===== src/hdl/sha2l_pkg.sv =====
`timescale 1ns / 1ps
`default_nettype none

package sha2l_pkg;

    localparam int WORD_W = 32;
    localparam int LEN_W  = 61;

    localparam logic [31:0] PAD_WORD = 32'h8000_0000;
    localparam logic [7:0]  PAD_BYTE = 8'h80;
    localparam logic [4:0]  LEN_HI_SLOT = 5'd14;

    typedef logic [31:0] word_t;

    typedef word_t hash_t [8];

    function automatic word_t rk_at(input logic [5:0] i);
        word_t r;
        case (i)
            6'd0:  r = 32'h428a2f98; 6'd1:  r = 32'h71374491;
            6'd2:  r = 32'hb5c0fbcf; 6'd3:  r = 32'he9b5dba5;
            6'd4:  r = 32'h3956c25b; 6'd5:  r = 32'h59f111f1;
            6'd6:  r = 32'h923f82a4; 6'd7:  r = 32'hab1c5ed5;
            6'd8:  r = 32'hd807aa98; 6'd9:  r = 32'h12835b01;
            6'd10: r = 32'h243185be; 6'd11: r = 32'h550c7dc3;
            6'd12: r = 32'h72be5d74; 6'd13: r = 32'h80deb1fe;
            6'd14: r = 32'h9bdc06a7; 6'd15: r = 32'hc19bf174;
            6'd16: r = 32'he49b69c1; 6'd17: r = 32'hefbe4786;
            6'd18: r = 32'h0fc19dc6; 6'd19: r = 32'h240ca1cc;
            6'd20: r = 32'h2de92c6f; 6'd21: r = 32'h4a7484aa;
            6'd22: r = 32'h5cb0a9dc; 6'd23: r = 32'h76f988da;
            6'd24: r = 32'h983e5152; 6'd25: r = 32'ha831c66d;
            6'd26: r = 32'hb00327c8; 6'd27: r = 32'hbf597fc7;
            6'd28: r = 32'hc6e00bf3; 6'd29: r = 32'hd5a79147;
            6'd30: r = 32'h06ca6351; 6'd31: r = 32'h14292967;
            6'd32: r = 32'h27b70a85; 6'd33: r = 32'h2e1b2138;
            6'd34: r = 32'h4d2c6dfc; 6'd35: r = 32'h53380d13;
            6'd36: r = 32'h650a7354; 6'd37: r = 32'h766a0abb;
            6'd38: r = 32'h81c2c92e; 6'd39: r = 32'h92722c85;
            6'd40: r = 32'ha2bfe8a1; 6'd41: r = 32'ha81a664b;
            6'd42: r = 32'hc24b8b70; 6'd43: r = 32'hc76c51a3;
            6'd44: r = 32'hd192e819; 6'd45: r = 32'hd6990624;
            6'd46: r = 32'hf40e3585; 6'd47: r = 32'h106aa070;
            6'd48: r = 32'h19a4c116; 6'd49: r = 32'h1e376c08;
            6'd50: r = 32'h2748774c; 6'd51: r = 32'h34b0bcb5;
            6'd52: r = 32'h391c0cb3; 6'd53: r = 32'h4ed8aa4a;
            6'd54: r = 32'h5b9cca4f; 6'd55: r = 32'h682e6ff3;
            6'd56: r = 32'h748f82ee; 6'd57: r = 32'h78a5636f;
            6'd58: r = 32'h84c87814; 6'd59: r = 32'h8cc70208;
            6'd60: r = 32'h90befffa; 6'd61: r = 32'ha4506ceb;
            6'd62: r = 32'hbef9a3f7; default: r = 32'hc67178f2;
        endcase
        return r;
    endfunction

    function automatic word_t iv_at(input logic [2:0] i);
        word_t r;
        case (i)
            3'd0: r = 32'h6a09e667; 3'd1: r = 32'hbb67ae85;
            3'd2: r = 32'h3c6ef372; 3'd3: r = 32'ha54ff53a;
            3'd4: r = 32'h510e527f; 3'd5: r = 32'h9b05688c;
            3'd6: r = 32'h1f83d9ab; default: r = 32'h5be0cd19;
        endcase
        return r;
    endfunction

    function automatic word_t rotr(input word_t x, input int n);
        return (x >> n) | (x << (32 - n));
    endfunction

endpackage

`default_nettype wire


===== src/hdl/sha2l_round.sv =====
`timescale 1ns / 1ps
`default_nettype none

// One SHA-256 round plus message schedule step; the 16-word window shifts.
module sha2l_round
(
    input  wire sha2l_pkg::word_t v_in [8],
    input  wire sha2l_pkg::word_t w_in [16],
    input  wire logic [5:0]       round,
    output sha2l_pkg::word_t      v_out [8],
    output sha2l_pkg::word_t      w_out [16]
);

    sha2l_pkg::word_t e1, ch, t1, a0, mj, s0, s1;

    always_comb
    begin
        e1 = sha2l_pkg::rotr(v_in[4], 6) ^ sha2l_pkg::rotr(v_in[4], 11)
           ^ sha2l_pkg::rotr(v_in[4], 25);
        ch = (v_in[4] & v_in[5]) ^ (~v_in[4] & v_in[6]);
        t1 = v_in[7] + e1 + ch + sha2l_pkg::rk_at(round) + w_in[0];
        a0 = sha2l_pkg::rotr(v_in[0], 2) ^ sha2l_pkg::rotr(v_in[0], 13)
           ^ sha2l_pkg::rotr(v_in[0], 22);
        mj = (v_in[0] & v_in[1]) ^ (v_in[0] & v_in[2]) ^ (v_in[1] & v_in[2]);
        v_out[7] = v_in[6];
        v_out[6] = v_in[5];
        v_out[5] = v_in[4];
        v_out[4] = v_in[3] + t1;
        v_out[3] = v_in[2];
        v_out[2] = v_in[1];
        v_out[1] = v_in[0];
        v_out[0] = t1 + a0 + mj;
        s0 = sha2l_pkg::rotr(w_in[1], 7) ^ sha2l_pkg::rotr(w_in[1], 18) ^ (w_in[1] >> 3);
        s1 = sha2l_pkg::rotr(w_in[14], 17) ^ sha2l_pkg::rotr(w_in[14], 19)
           ^ (w_in[14] >> 10);
        for (int i = 0; i < 15; i++)
        begin
            w_out[i] = w_in[i + 1];
        end
        w_out[15] = w_in[0] + s0 + w_in[9] + s1;
    end

endmodule

`default_nettype wire


===== src/hdl/sha256_two_lane_hasher.sv =====
`timescale 1ns / 1ps
`default_nettype none

// SHA-256 engine with LANE_COUNT independent message contexts.
// Input channel (valid/ready): one big-endian message word per beat with its
// lane, byte_count and last mark. Output channel (valid/ready): eight digest
// beats per finished message, H0 first, digest_last on the eighth.
// Each beat is written into the lane's block buffer. The beat
// that completes a 16-word block starts compression: the block is loaded
// into the schedule window, its 64 rounds run through the single shared
// round unit, and the result is added into the chaining state.
// A last beat adds padding words one per cycle (up to 18 more buffer
// writes) and one or two compressions, then the digest is shown.
// in_ready is low while a block compresses, while padding and while
// digest beats wait, so no new word is taken while a block is in work;
// a stalled receiver holds the engine. Reset returns every lane to the
// initial hash values and empty length.
module sha256_two_lane_hasher #(
    parameter int LANE_COUNT = 2
)
(
    input  wire         clk,
    input  wire         rst_n,
    input  wire         in_valid,
    output logic        in_ready,
    input  wire  [0:0]  lane,
    input  wire  [31:0] data_word,
    input  wire  [2:0]  byte_count,
    input  wire         last,
    output logic        out_valid,
    input  wire         out_ready,
    output logic [0:0]  out_lane,
    output logic [31:0] digest_word,
    output logic [2:0]  word_index,
    output logic        digest_last
);

    localparam int LW = (LANE_COUNT > 1) ? $clog2(LANE_COUNT) : 1;

    typedef enum logic [2:0] {
        S_IDLE, S_PAD, S_LOAD, S_ROUND, S_ADD, S_EMIT
    } state_t;

    state_t            state_reg;
    logic [LW-1:0]     cur_reg;
    logic              fin_reg;
    logic [4:0]        pad_reg;
    logic [5:0]        cnt_reg;
    logic [2:0]        idx_reg;
    logic [3:0]        fill_reg [LANE_COUNT];
    logic [60:0]       len_reg [LANE_COUNT];
    logic [255:0]      hs_reg [LANE_COUNT];
    sha2l_pkg::word_t  v_reg [8];
    sha2l_pkg::word_t  w_reg [16];
    sha2l_pkg::word_t  v_nx [8];
    sha2l_pkg::word_t  w_nx [16];
    sha2l_pkg::word_t  mem [LANE_COUNT * 16];
    sha2l_pkg::word_t  rd_reg;
    logic              rd_ok_reg;

    sha2l_round u_round (
        .v_in(v_reg), .w_in(w_reg), .round(cnt_reg), .v_out(v_nx), .w_out(w_nx)
    );

    logic        lane_ok;
    logic [LW-1:0] in_l;
    logic        acc;
    sha2l_pkg::word_t masked;
    logic [2:0]  cnt_eff;
    logic [60:0] len_add;
    logic [63:0] bits;
    sha2l_pkg::word_t pad_w;

    assign in_l    = LW'(lane);
    assign lane_ok = ({31'd0, lane} < LANE_COUNT);
    assign in_ready = (state_reg == S_IDLE);
    assign acc     = in_valid && in_ready;
    assign out_valid = (state_reg == S_EMIT);
    assign out_lane  = 1'(cur_reg);
    assign word_index = idx_reg;
    assign digest_last = (idx_reg == 3'd7);
    assign digest_word = hs_reg[cur_reg][255 - 32 * idx_reg -: 32];

    always_comb
    begin
        cnt_eff = (!last || byte_count > 3'd4) ? 3'd4 : byte_count;
        len_add = len_reg[in_l] + 61'(cnt_eff);
        case (cnt_eff)
            3'd0: masked = sha2l_pkg::PAD_WORD;
            3'd1: masked = {data_word[31:24], sha2l_pkg::PAD_BYTE, 16'd0};
            3'd2: masked = {data_word[31:16], sha2l_pkg::PAD_BYTE, 8'd0};
            3'd3: masked = {data_word[31:8], sha2l_pkg::PAD_BYTE};
            default: masked = data_word;
        endcase
        bits = {len_reg[cur_reg], 3'b000};
        if (pad_reg == 5'd16)
            pad_w = sha2l_pkg::PAD_WORD;
        else if (fin_reg && fill_reg[cur_reg] == sha2l_pkg::LEN_HI_SLOT[3:0])
            pad_w = bits[63:32];
        else if (fin_reg && fill_reg[cur_reg] == 4'd15)
            pad_w = bits[31:0];
        else
            pad_w = '0;
    end

    always_ff @(posedge clk)
    begin
        if (acc && lane_ok)
            mem[{in_l, fill_reg[in_l]}] <= masked;
        else if (state_reg == S_PAD)
            mem[{cur_reg, fill_reg[cur_reg]}] <= pad_w;
        rd_reg <= mem[{cur_reg, cnt_reg[3:0]}];
    end

    always_ff @(posedge clk or negedge rst_n)
    begin
        if (!rst_n)
        begin
            state_reg <= S_IDLE;
            cur_reg <= '0;
            fin_reg <= 1'b0;
            pad_reg <= '0;
            cnt_reg <= '0;
            idx_reg <= '0;
            rd_ok_reg <= 1'b0;
            for (int l = 0; l < LANE_COUNT; l++)
            begin
                fill_reg[l] <= '0;
                len_reg[l] <= '0;
                for (int k = 0; k < 8; k++)
                    hs_reg[l][255 - 32 * k -: 32] <= sha2l_pkg::iv_at(3'(k));
            end
        end
        else
        begin
            rd_ok_reg <= (state_reg == S_LOAD);
            case (state_reg)
                S_IDLE:
                begin
                    if (acc && lane_ok)
                    begin
                        cur_reg <= in_l;
                        len_reg[in_l] <= len_add;
                        fill_reg[in_l] <= fill_reg[in_l] + 4'd1;
                        // pad 16 = still owe 0x80 word
                        pad_reg <= (last && cnt_eff == 3'd4) ? 5'd16 : 5'd0;
                        if (last && cnt_eff == 3'd4)
                            fin_reg <= (fill_reg[in_l] < 4'd13);
                        else
                            fin_reg <= last && (fill_reg[in_l] < 4'd14);
                        if (last)
                            state_reg <= (fill_reg[in_l] == 4'd15) ? S_LOAD : S_PAD;
                        else if (fill_reg[in_l] == 4'd15)
                            state_reg <= S_LOAD;
                        cnt_reg <= '0;
                        idx_reg <= {2'b00, last};
                    end
                end
                S_PAD:
                begin
                    pad_reg <= '0;
                    fill_reg[cur_reg] <= fill_reg[cur_reg] + 4'd1;
                    if (pad_reg == 5'd16)
                        fin_reg <= (fill_reg[cur_reg] < 4'd14);
                    if (fill_reg[cur_reg] == 4'd15)
                    begin
                        state_reg <= S_LOAD;
                        cnt_reg <= '0;
                    end
                end
                S_LOAD:
                begin
                    // read data comes through rd_reg; the window shifts in one word per valid read
                    if (rd_ok_reg)
                    begin
                        for (int i = 0; i < 15; i++)
                            w_reg[i] <= w_reg[i + 1];
                        w_reg[15] <= rd_reg;
                    end
                    if (cnt_reg == 6'd16)
                    begin
                        cnt_reg <= '0;
                        state_reg <= S_ROUND;
                        for (int k = 0; k < 8; k++)
                            v_reg[k] <= hs_reg[cur_reg][255 - 32 * k -: 32];
                    end
                    else
                        cnt_reg <= cnt_reg + 6'd1;
                end
                S_ROUND:
                begin
                    v_reg <= v_nx;
                    w_reg <= w_nx;
                    cnt_reg <= cnt_reg + 6'd1;
                    if (cnt_reg == 6'd63)
                        state_reg <= S_ADD;
                end
                S_ADD:
                begin
                    for (int k = 0; k < 8; k++)
                        hs_reg[cur_reg][255 - 32 * k -: 32]
                            <= hs_reg[cur_reg][255 - 32 * k -: 32] + v_reg[k];
                    cnt_reg <= '0;
                    if (idx_reg[0] && fin_reg)
                    begin
                        state_reg <= S_EMIT;
                        idx_reg <= '0;
                    end
                    else if (idx_reg[0])
                    begin
                        state_reg <= S_PAD;
                        fin_reg <= (pad_reg != 5'd16);
                    end
                    else
                        state_reg <= S_IDLE;
                end
                S_EMIT:
                begin
                    if (out_ready)
                    begin
                        idx_reg <= idx_reg + 3'd1;
                        if (idx_reg == 3'd7)
                        begin
                            state_reg <= S_IDLE;
                            fill_reg[cur_reg] <= '0;
                            len_reg[cur_reg] <= '0;
                            for (int k = 0; k < 8; k++)
                                hs_reg[cur_reg][255 - 32 * k -: 32]
                                    <= sha2l_pkg::iv_at(3'(k));
                        end
                    end
                end
                default: state_reg <= S_IDLE;
            endcase
        end
    end

endmodule

`default_nettype wire


===== config.mk =====
export PLATFORM = sky130hd
export DESIGN_NAME = sha256_two_lane_hasher
export DESIGN_NICKNAME = d
export VERILOG_FILES = /design/src/hdl/sha2l_pkg.sv /design/src/hdl/sha2l_round.sv /design/src/hdl/sha256_two_lane_hasher.sv
export SDC_FILE = /design/constraint.sdc
export NUM_CORES = 2
export LEC_CHECK = 0
export ABC_AREA = 1
export BUFFER_PORTS_ARGS = -buffer_cell sky130_fd_sc_hd__clkbuf_2
export CAP_MARGIN = 10
export CELL_PAD_IN_SITES_DETAIL_PLACEMENT = 0
export CELL_PAD_IN_SITES_GLOBAL_PLACEMENT = 1
export CORE_ASPECT_RATIO = 1.25
export CORE_MARGIN = 2
export CORE_UTILIZATION = 40
export DETAILED_ROUTE_END_ITERATION = 6
export PLACE_DENSITY = 0.68
export SYNTH_ARGS = -nofsm -noshare
export SYNTH_HDL_FRONTEND = slang
export SYNTH_SLANG_ARGS = --single-unit
export TNS_END_PERCENT = 20

===== constraint.sdc =====
create_clock -name clk -period 36.9 [get_ports clk]
set_input_delay 3.69 -clock clk [delete_from_list [all_inputs] [get_ports clk]]
set_output_delay 3.69 -clock clk [all_outputs]
set_load 0.02 [all_outputs]

==> flow_metrics.env <==
export IMPL_run_status="finished, final reports clean"
export IMPL_ir_worst_vdd_v=0.0000499
export IMPL_timing_critical_path_arrival_ns=6.99
export IMPL_overflow=0
export IMPL_critical_path_max_fanout=54
export IMPL_synth_edff_count=1792
export IMPL_viasPerCell=5.68
export IMPL_detailed_routing_iteration_count_for_the_pre_antenna_repair_pass=6
export IMPL_hpwl_um=416000
export IMPL_cts_num_sinks=2482
export IMPL_root_buffer="sky130_fd_sc_hd__clkbuf_16"
export IMPL_maxSlewViolCount=0
export IMPL_core_area_um2=336000
export IMPL_flow_area_growth_from_synthesis_pct=11.3
export IMPL_synth_ff_latch_count=2482
export IMPL_timing_final_hold_violations=0
export IMPL_globalRouteTotalUtil_pct=32.6
export IMPL_critical_path_endpoint_type="output port"
export IMPL_vias=109648
export IMPL_pwr_density_cell_nw_per_um2=45.9
export IMPL_cts_root_to_sink_buffers=4
export IMPL_design_die_area_um2=343000
export IMPL_critPathKind="flop to output port"
export IMPL_worst_setup_path_start_kind="flop"
export IMPL_gate_count_post_synth=14617
export IMPL_synth_area_per_cell_um2=9.26
export IMPL_cts_buffers=274
export IMPL_gpl_final_weighted_congestion=1.03
export IMPL_final_util_pct=44.8
export IMPL_nets=15262
export IMPL_report_final_setup_viol=0
export IMPL_required_ns=33.21
export IMPL_grt_start_max_net_pins=193
export IMPL_period_share_pct=29.0
export IMPL_initialDrtViolationCount=10366
export IMPL_ctsResizeCount=0
export IMPL_setup_repair_after_global_routing_missed_its_margin="false"
export IMPL_port_buffers=79
export IMPL_die_height_um=654
export IMPL_synth_cell_area_um2=135000
export IMPL_synth_nets=15253
export IMPL_number_of_antenna_violations_at_the_first_check_in_global_routing=16
export IMPL_clock_latency_ns=0.94
export IMPL_timing_hold_worst_class="flop to flop"
export IMPL_wire_length_per_cell_after_detailed_routing_um=29.4
export IMPL_synth_top_flop_cell="sky130_fd_sc_hd__edfxtp_1"
export IMPL_final_layout_size_suffix_gt1_share_pct=8.88
export IMPL_row_count=238
export IMPL_post_cts_repair_setup_buffers=0
export IMPL_drcViolationCount=0
export IMPL_detail_route_antenna_nets=0
export IMPL_synth_sequential_area_ratio_pct=52.7
export IMPL_final_setup_tns_ns=0
export IMPL_routed_wl_um=568000
export IMPL_ios=80
export IMPL_clkSlewWorstSetupHoldPaths_ns=0.06
export IMPL_grt_first_pass_wirelength_um=796000
export IMPL_ctsHoldBuffers=0
export IMPL_worst_slew_pin_transition_ns=1.31
export IMPL_die_w_um=524
export IMPL_maxcap_violations=0
export IMPL_tritoncts="built"
export IMPL_asyncSetResetFlopFracSynth_pct=26.5
export IMPL_netlist_cell_type_count=76
export IMPL_fin_skew_ns=0.0484
export IMPL_max_freq_mhz=93.6
export IMPL_fill_cells=32995
export IMPL_number_of_flip_flops_in_the_largest_register=1024
export IMPL_leakage_uw=0.0621
export IMPL_first_global_vias=106526
export IMPL_worst_slew_margin_rel_pct=12.0
export IMPL_h_tree_depth=5
export IMPL_yosys_warnings=0
export IMPL_initial_util_pct=40.2
export IMPL_final_min_clock_period_ns=10.68
## through the flow
step	power (uW)	setup slack [ns]	instance area, um2	std cells	hold slack, ns
3_3_place_gp	4090	26.57	141000	18787	0.400
4_1_cts	6960	26.36	151000	19285	0.385
3_5_place_dp	4080	26.58	141000	18789	0.405
6_report	6920	26.22	151000	19298	0.396
2_1_floorplan	3730	10.54	135000	14617	0.400
5_1_grt	7160	26.03	151000	19292	0.391
## synthesized netlist by cell type (all sizes together), types with 33 or more instances
cell type	count	area share (%)
nand3	800	3.0
a22oi	80	0.44
nand4	130	0.60
ha	399	3.7
a31oi	103	0.48
inv	1775	4.9
mux2i	33	0.24
dfstp	272	5.3
nor2	1272	3.6
fa	196	2.9
a221o	34	0.25
a21oi	666	2.5
xnor2	214	1.4
dfrtp	386	7.1
o211ai	151	0.84
a21o	52	0.29
nand2	3060	8.5
a221oi	75	0.49
a22o	85	0.55
o21a	48	0.27
nor3	108	0.43
o22ai	190	0.88
nand3b	44	0.24
clkbuf	390	1.1
buf	233	0.87
o21bai	77	0.43
edfxtp	1792	40
o21ai	1323	5.0
o31ai	48	0.27
xor2	213	1.4
or2	93	0.43
## cells by family after synthesis
logic type                 share of synthesized area, %
buffers and inverters                              6.91
and+or+nand+nor                                    17.0
adders and majority gates                          6.63
AOI/OAI and AO/OA                                  13.8
muxes                                             0.252
xor gates and xnor gates                           2.76
DFF                                                52.7
## worst max-delay path, cell delays in order (launching register included)
cell and delay (ns):
sky130_fd_sc_hd__dfrtp_4 0.58, sky130_fd_sc_hd__buf_4 0.51, sky130_fd_sc_hd__buf_4 0.58, sky130_fd_sc_hd__buf_4 0.60, sky130_fd_sc_hd__buf_4 0.61, sky130_fd_sc_hd__buf_4 0.60, sky130_fd_sc_hd__nand2_1 0.10, sky130_fd_sc_hd__nand2_1 0.16
sky130_fd_sc_hd__o21ai_0 0.40, sky130_fd_sc_hd__o22ai_1 1.17, sky130_fd_sc_hd__nor2_1 0.10, sky130_fd_sc_hd__a31oi_1 0.24, sky130_fd_sc_hd__clkbuf_2 0.21
## power breakdown
part / switching [uW] / internal [uW]
logic: 691 / 282
registers: 23.9 / 3050
clock network: 1200 / 1670
total: 1920 / 5000
## final cells by class
class / count / area (um2) / share of cell area, %
antenna: 12 / 30.0 / 0.0199
clock buffer: 368 / 7530 / 5.00
inverter: 1785 / 6760 / 4.49
clock inverter: 128 / 1710 / 1.14
multi-input combinational: 9727 / 55100 / 36.6
sequential: 2482 / 71300 / 47.3
timing repair buffer: 356 / 2620 / 1.74
tap: 4440 / 5560 / 3.69
## path summary, 6_finish.rpt
path	to	from	cells after the start	slack [ns]
min reg2reg	w_reg[290]	w_reg[258]	0	0.40
max in group asynchronous	word_index[0]	rst_n	6	30.33
min	w_reg[290]	w_reg[258]	0	0.40
min in group asynchronous	hs_reg[20]	rst_n	1	2.70
max	digest_word[29]	out_lane	12	26.22
max reg2reg	v_reg[254]	cnt_reg[2]	31	26.27
## metal layers
metal	up-vias	wire [um]	GRT usage, %
met3	1112	33800	4.42
li1	49845	-	-
met5	-	13	0
met1	54599	220000	39.6
met2	4090	273000	54.8
met4	2	40800	19.7
## placed cells by master, fill, tap and decap left out, types with 52 or more instances in the layout
master and instances:
sky130_fd_sc_hd__nand2_1 3042, sky130_fd_sc_hd__edfxtp_1 1792, sky130_fd_sc_hd__inv_1 1748, sky130_fd_sc_hd__nor2_1 1207
sky130_fd_sc_hd__o21ai_0 1186, sky130_fd_sc_hd__nand3_1 799, sky130_fd_sc_hd__a21oi_1 666, sky130_fd_sc_hd__ha_1 399
sky130_fd_sc_hd__dfrtp_1 379, sky130_fd_sc_hd__clkbuf_16 280, sky130_fd_sc_hd__dfstp_2 272, sky130_fd_sc_hd__buf_4 267
sky130_fd_sc_hd__xnor2_1 214, sky130_fd_sc_hd__xor2_1 213, sky130_fd_sc_hd__fa_1 196, sky130_fd_sc_hd__o22ai_1 190
sky130_fd_sc_hd__o211ai_1 151, sky130_fd_sc_hd__nand4_1 130, sky130_fd_sc_hd__a31oi_1 103, sky130_fd_sc_hd__nor3_1 99
sky130_fd_sc_hd__or2_2 89, sky130_fd_sc_hd__o21ai_1 86, sky130_fd_sc_hd__a22o_1 85, sky130_fd_sc_hd__a22oi_1 80
sky130_fd_sc_hd__o21bai_1 77, sky130_fd_sc_hd__clkbuf_2 77, sky130_fd_sc_hd__a221oi_1 74, sky130_fd_sc_hd__clkbuf_1 68
sky130_fd_sc_hd__a21o_1 52
(Power assumes the default switching activity.)
